File: src/rtl/cft_pkg.sv
// shared types and constants of the tcp connection tracking firewall
`default_nettype none
package cft_pkg;

	localparam int RANK_W = 4;

	localparam logic [31:0] NETWORK_RST = 32'h0a00_0000;
	localparam logic [31:0] NETMASK_RST = 32'hff00_0000;

	localparam logic [63:0] HASH_K1 = 64'h9E37_79B9_7F4A_7C15;
	localparam logic [63:0] HASH_C2 = 64'h632B_E59B_D9B4_E019;
	localparam logic [63:0] HASH_K2 = 64'hC2B2_AE3D_27D4_EB4F;

	localparam logic CFG_NETWORK = 1'b0;
	localparam logic CFG_NETMASK = 1'b1;

	localparam int FLAG_SYN = 0;
	localparam int FLAG_ACK = 1;
	localparam int FLAG_FIN = 2;
	localparam int FLAG_RST = 3;

	localparam logic [2:0] L4_OTHER0 = 3'd0;
	localparam logic [2:0] L4_OTHER2 = 3'd2;

	localparam logic [1:0] REQ_NONE = 2'd0;
	localparam logic [1:0] REQ_PASS = 2'd1;
	localparam logic [1:0] REQ_DROP = 2'd2;

	localparam logic [1:0] PH_SYN_SENT = 2'd1;
	localparam logic [1:0] PH_ESTABLISHED = 2'd2;
	localparam logic [1:0] PH_FIN = 2'd3;

	typedef struct packed {
		logic [31:0] la;
		logic [31:0] ha;
		logic [15:0] lp;
		logic [15:0] hp;
		logic [7:0]  proto;
	} key_t;

	typedef struct packed {
		logic              valid;
		logic [63:0]       addrs;
		logic [39:0]       pp;
		logic [1:0]        phase;
		logic              offload;
		logic [63:0]       seen;
		logic [RANK_W-1:0] rank;
	} entry_t;

	typedef struct packed {
		logic       drop;
		logic [1:0] req;
	} decision_t;

	typedef struct packed {
		logic       rd_en;
		logic       dec_en;
		logic       outbound;
		logic [3:0] flags;
	} table_ctl_t;

	typedef enum logic [2:0] {
		ST_CLEAR,
		ST_IDLE,
		ST_ADD,
		ST_MUL,
		ST_MIX,
		ST_READ,
		ST_DEC
	} state_t;

endpackage
`default_nettype wire

File: src/rtl/cft_hash.sv
// three stage multiplicative hash of the canonical key down to a set index
`default_nettype none
module cft_hash import cft_pkg::*; #(
	parameter int SET_COUNT = 256,
	parameter int SET_W = 8
) (
	input  wire logic             clk,
	input  wire key_t             key,
	output logic      [SET_W-1:0] set_idx
);

	logic [63:0] a_s1, q_s1;
	logic [63:0] p1ll_s2, p2ll_s2;
	logic [31:0] p1lh_s2, p1hl_s2, p2lh_s2, p2hl_s2;
	logic [63:0] h1, h2, h, hm;
	logic [SET_W-1:0] set_s3;

	always_ff @(posedge clk) begin
		a_s1 <= {key.la, key.ha};
		q_s1 <= {24'd0, key.lp, key.hp, key.proto} + HASH_C2;
	end

	// low 64 bits of each product from 32x32 partial products
	always_ff @(posedge clk) begin
		p1ll_s2 <= a_s1[31:0] * HASH_K1[31:0];
		p1lh_s2 <= 32'(a_s1[31:0] * HASH_K1[63:32]);
		p1hl_s2 <= 32'(a_s1[63:32] * HASH_K1[31:0]);
		p2ll_s2 <= q_s1[31:0] * HASH_K2[31:0];
		p2lh_s2 <= 32'(q_s1[31:0] * HASH_K2[63:32]);
		p2hl_s2 <= 32'(q_s1[63:32] * HASH_K2[31:0]);
	end

	always_comb begin
		h1 = p1ll_s2 + {p1lh_s2 + p1hl_s2, 32'd0};
		h2 = p2ll_s2 + {p2lh_s2 + p2hl_s2, 32'd0};
		h  = h1 ^ h2;
		hm = h ^ (h >> 29);
	end

	always_ff @(posedge clk) begin
		set_s3 <= hm[SET_W-1:0] & SET_W'(SET_COUNT - 1);
	end

	assign set_idx = set_s3;

endmodule
`default_nettype wire

File: config.mk
export PLATFORM = sky130hd
export DESIGN_NAME = cft_hash
export DESIGN_NICKNAME = d
export VERILOG_FILES = /design/src/rtl/cft_pkg.sv /design/src/rtl/cft_hash.sv
export SDC_FILE = /design/constraint.sdc
export NUM_CORES = 2
export LEC_CHECK = 0
export ABC_AREA = 1
export BUFFER_PORTS_ARGS = -buffer_cell sky130_fd_sc_hd__buf_2
export CORE_UTILIZATION = 45
export DETAILED_ROUTE_END_ITERATION = 7
export GPL_TIMING_DRIVEN = 0
export PLACE_DENSITY = 0.62
export SYNTH_ARGS = -nofsm -noshare
export SYNTH_HDL_FRONTEND = slang
export SYNTH_SLANG_ARGS = --single-unit
File: constraint.sdc
create_clock -name clk -period 11.4 [get_ports clk]
set_input_delay 1.14 -clock clk [delete_from_list [all_inputs] [get_ports clk]]
set_output_delay 1.14 -clock clk [all_outputs]
set_load 0.02 [all_outputs]
# Word-level counts from Yosys, hierarchy flattened
# Cells that the tools add are included.
# op_classes
n_shift	0
n_reduce_logical	0
n_mux	0
bitwise	2
n_div	0
eq_ne	0
addsub	5
mul	6
n_lt_le_gt_ge	0
# op_table
cell	n
adder 37 bit	2
adder 40 x 63 -> 64 bit, second input constant	1
multiplier 32 x 31 -> 5 bit, second input constant	2
multiplier 32 x 30 -> 37 bit, second input constant	1
multiplier 32 x 31 -> 37 bit, second input constant	1
bitwise XOR 37 bit	1
multiplier 32 x 30 -> 5 bit, second input constant	1
multiplier 32 x 32 -> 5 bit, second input constant	1
adder 5 bit	2
bitwise XOR 8 bit	1
# word_totals
ff_bits	230
memories	0
ram_bits	0
inputBits	105
latchBits	0
out_inout_bits	8
rom_bits	0

# Longest topological paths before layout
# depth
ltp_word	4
depth_mapped	27
depth_no_buf	27

# Worst setup path before layout
# OpenSTA, ideal clock, no wires.
# synth_timing
path_type	flip-flop to flip-flop
from	register a_s1[4]
to	register p1ll_s2[36]
path_stages_with_launch	21
setup_time_ns	0.112
slack_ns	5.435
arrival_time_ns	5.852
cell_sequence	dfxtp_1 fa_1 fa_1 fa_1 inv_1 fa_1 inv_1 fa_1 fa_1 fa_1 fa_1 ha_1 nand2_1 nor3_1 nand2_1 nor4_1 nand2_1 nand4_1 inv_1 nand2_1 nand2_1
# synth_between
elab_chain_len	1
# synth_rtl
item	line_no	rtl
start: declaration	cft_hash.sv:12	logic [63:0] a_s1, q_s1;
start signal: assignment	cft_hash.sv:19	a_s1 <= {key.la, key.ha};
multiplier 32 x 31 -> 37 bit	cft_hash.sv:25	p1ll_s2 <= a_s1[31:0] * HASH_K1[31:0];
end signal: assignment	cft_hash.sv:25	
end: declaration	cft_hash.sv:13	logic [63:0] p1ll_s2, p2ll_s2;
# No other way between the ends.

# Final worst setup path
# layout_timing
from	register q_s1[6]
to	register p2ll_s2[36]
# layout_between
elab_chain_len	1
# layout_rtl
item	line_no	rtl
start: declaration	cft_hash.sv:12	
start signal: assignment	cft_hash.sv:20	q_s1 <= {24'd0, key.lp, key.hp, key.proto} + HASH_C2;
multiplier 32 x 30 -> 37 bit	cft_hash.sv:28	p2ll_s2 <= q_s1[31:0] * HASH_K2[31:0];
end signal: assignment	cft_hash.sv:28	
end: declaration	cft_hash.sv:13	
# No other way between the ends.

==> flow_summary.yaml <==
worst_setup_path:
  crit_start: "q_s1[6]$_DFF_P_"
  critical_path_class: "reg2reg"
  slowest_stage: "dfxtp_1"
  crit_top_cell: "fa_1"
  rr_startpoint: "q_s1[6]$_DFF_P_"
  timing.critical_path.depth: 22
  rr_worst_depth: 22
  r2r-end: "p2ll_s2[36]$_DFF_P_"
  required_ns: 11.66
  cp_max_fo: 7
  crit_family: "adder cells"
  reg2reg_slack_ns: 3.86
  endpoint_kind: "flop"
  worst-path-buf-inv: 5
  start_kind: "flop"
  max_stage_delay_ns: 0.75
  critPathArrivalTime_ns: 7.79
  path_cells: "inv_1 -> fa_1 -> fa_1 -> inv_1 -> fa_1 -> inv_1 -> fa_1 -> fa_1 -> fa_1 -> fa_1 -> fa_1 -> inv_1 -> ha_1 -> a21oi_1 -> o21a_1 -> nand2_1 -> a21oi_1 -> nand2_1 -> nor2_1 -> inv_1 -> nand2_1 -> nand2_1"
  crit_end: "p2ll_s2[36]$_DFF_P_"
die:
  io_pins: 113
  start_util: 0.458
  die_y_um: 248
  fp.coreArea_sq_um: 59500
  die_x_um: 248
  fp.dieArea_sq_um: 61500
  rows: 89
placement:
  numPortBuffers: 82
  place_congestion: 0.994
  place_hpwl_um: 63100
  placed_cells: 3803
global_route:
  grt_pass1_wl_um: 110000
  grt_max_degree: 17
  grt_pass1_vias: 19800
  antenna_found_initial: 0
  grt_overflow: 0
  gr-usage-all-layers: 0.243
drt:
  dr.pass1.iters: 7
  drc: 0
  vias: 18700
  wl_um: 70300
  ant_nets: 0
  drt-initial-drc-count: 1128
  vias_per_cell: 4.87
  wl_per_cell_um: 18.3
final_layout:
  drive_above_1_share: 0.0438
  nNetsFinal: 4158
  finalCoreUtilization: 0.491
  area_growth_pct: 7.23
  finalNonFillerCells: 3836
logic_synthesis:
  syn_area_sq_um: 27200
  syn-num-nets: 4057
  async_flop_share: 0
  ys_seq_area_frac: 0.0962
  synth-edff-count: 0
  synth_top_area_frac: 0.393
  yosys-top-cells-area: "fa_1, ha_1, inv_1"
  ys.warnings.count: 0
  avgSynthCellArea_sq_um: 9.24
  synth_largest_area_cell: "fa_1"
  yosys-top-cells-count: "inv_1, fa_1, ha_1, nand2_1, dfxtp_1"
  synth.distinct_cells: 44
  synth_seq_cells: 131
  synthFlopType: "dfxtp_1"
  synthCells: 2948
  yosysMostFrequentCell: "inv_1"
sta:
  finalCritPeriodShare: 0.661
  finalSetupViolCount: 0
  slew_viol_final: 0
  tightest_slew_ns: 0.942
  finalClockSkew_ns: 0.0129
  rsz0062_at_grt: "no"
  slew_headroom: 0.371
  final_hold_viol_count: 0
  max_freq_mhz: 133
  period_needed_ns: 7.54
  setup_tns_ns: 0
  whs_ns: 0.374
cts:
  root_buffer: "clkbuf_16"
  clk-insertion-delay-late_ns: 0.46
  ctsResizeCount: 0
  cts_num_sinks: 131
  cts.path.max_buffers: 2
  ctsHoldBuffers: 0
  postCtsSetupBuffers: 0
  htree_levels: 4
  cts_tree: "done"
  numCtsBuffers: 17
  path_clk_slew_ns: 0.07
run_status:
  status: "complete, no violations"
run:
  maxCapViolCount: 0
worst_hold_path:
  worstHoldPathType: "reg2reg"
logic make-up (layout without fill, tap and decap cells):
group	Yosys count	count (layout)	share of synthesized area
adder cells (fa/ha/maj)	1004	1004	0.608
buffers and inverters	939	1053	0.129
AND/OR/NAND/NOR	594	594	0.0935
AO/OA/AOI/OAI	160	160	0.0339
flip-flops	131	131	0.0962
XOR/XNOR	120	120	0.0386
other	0	1	0
cell usage in the layout, fill, tap and decap left out, types with 3 or more instances in the layout:
cell | synthesis | routed
nor3_1 | 19 | 19
dfxtp_1 | 131 | 131
a211oi_1 | 6 | 6
nor4_1 | 5 | 5
fa_1 | 535 | 535
clkbuf_16 | 0 | 17
nor2_4 | 3 | 3
a21o_1 | 12 | 12
buf_2 | 0 | 82
inv_8 | 0 | 4
nand3_2 | 3 | 3
o21a_1 | 6 | 6
nand4_1 | 15 | 15
o21ai_0 | 38 | 38
nor2_1 | 110 | 110
inv_1 | 937 | 937
nand3_1 | 88 | 88
a21oi_1 | 71 | 71
nand2_1 | 330 | 330
xnor2_1 | 55 | 55
nand3b_1 | 7 | 7
ha_1 | 469 | 469
o21bai_1 | 3 | 3
o211ai_1 | 4 | 4
xor2_1 | 65 | 65
inv_6 | 0 | 5
a31oi_1 | 9 | 9
metrics by stage:
stage	worst slack [ns]	area (sq um)
3_3_place_gp	4.10	28600
2_1_floorplan	5.44	27200
4_1_cts	4.04	29200
3_5_place_dp	4.11	28600
5_1_grt	3.70	29200
6_report	3.86	29200
cell type report:
| type | instances | area, sq um |
|---|---|---|
| fill | 5668 | 30200 |
| tap | 773 | 967 |
| antenna | 1 | 2.50 |
| multi-input combinational | 1878 | 21100 |
| timing repair buffer | 82 | 410 |
| inverter | 939 | 3520 |
| sequential | 131 | 2620 |
| clock inverter | 15 | 165 |
| clock buffer | 17 | 425 |
worst min-delay path by stage:
stage	from	slack, ns	cells after the start	end
after detailed placement	a_s1[33]$_DFF_P_	0.36	0	p1hl_s2[1]$_DFF_P_
after global routing	a_s1[33]$_DFF_P_	0.39	0	p1hl_s2[1]$_DFF_P_
final	a_s1[33]$_DFF_P_	0.37	0	p1hl_s2[1]$_DFF_P_
after global placement	a_s1[33]$_DFF_P_	0.36	0	p1hl_s2[1]$_DFF_P_
after floorplan	a_s1[32]$_DFF_P_	0.34	0	p1hl_s2[0]$_DFF_P_
after CTS	a_s1[33]$_DFF_P_	0.38	0	p1hl_s2[1]$_DFF_P_
state kept, by name (all words and copies together), names as in the netlist:
register / count
a_s1: 37
q_s1: 37
p2ll_s2: 15
p1ll_s2: 14
set_idx: 8
p1hl_s2: 5
p1lh_s2: 5
p2hl_s2: 5
p2lh_s2: 5
per-layer routing:
layer / vias to the layer above / GRT usage / share of wire
li1: 9000 / - / -
met4: 0 / 0.0586 / 0.021
met3: 84 / 0.0512 / 0.073
met1: 9102 / 0.348 / 0.47
met2: 507 / 0.376 / 0.44
met5: - / 0 / 0
Power is not shown: default switching activity piles up to over one toggle a cycle in this logic, so the estimate is an artifact.
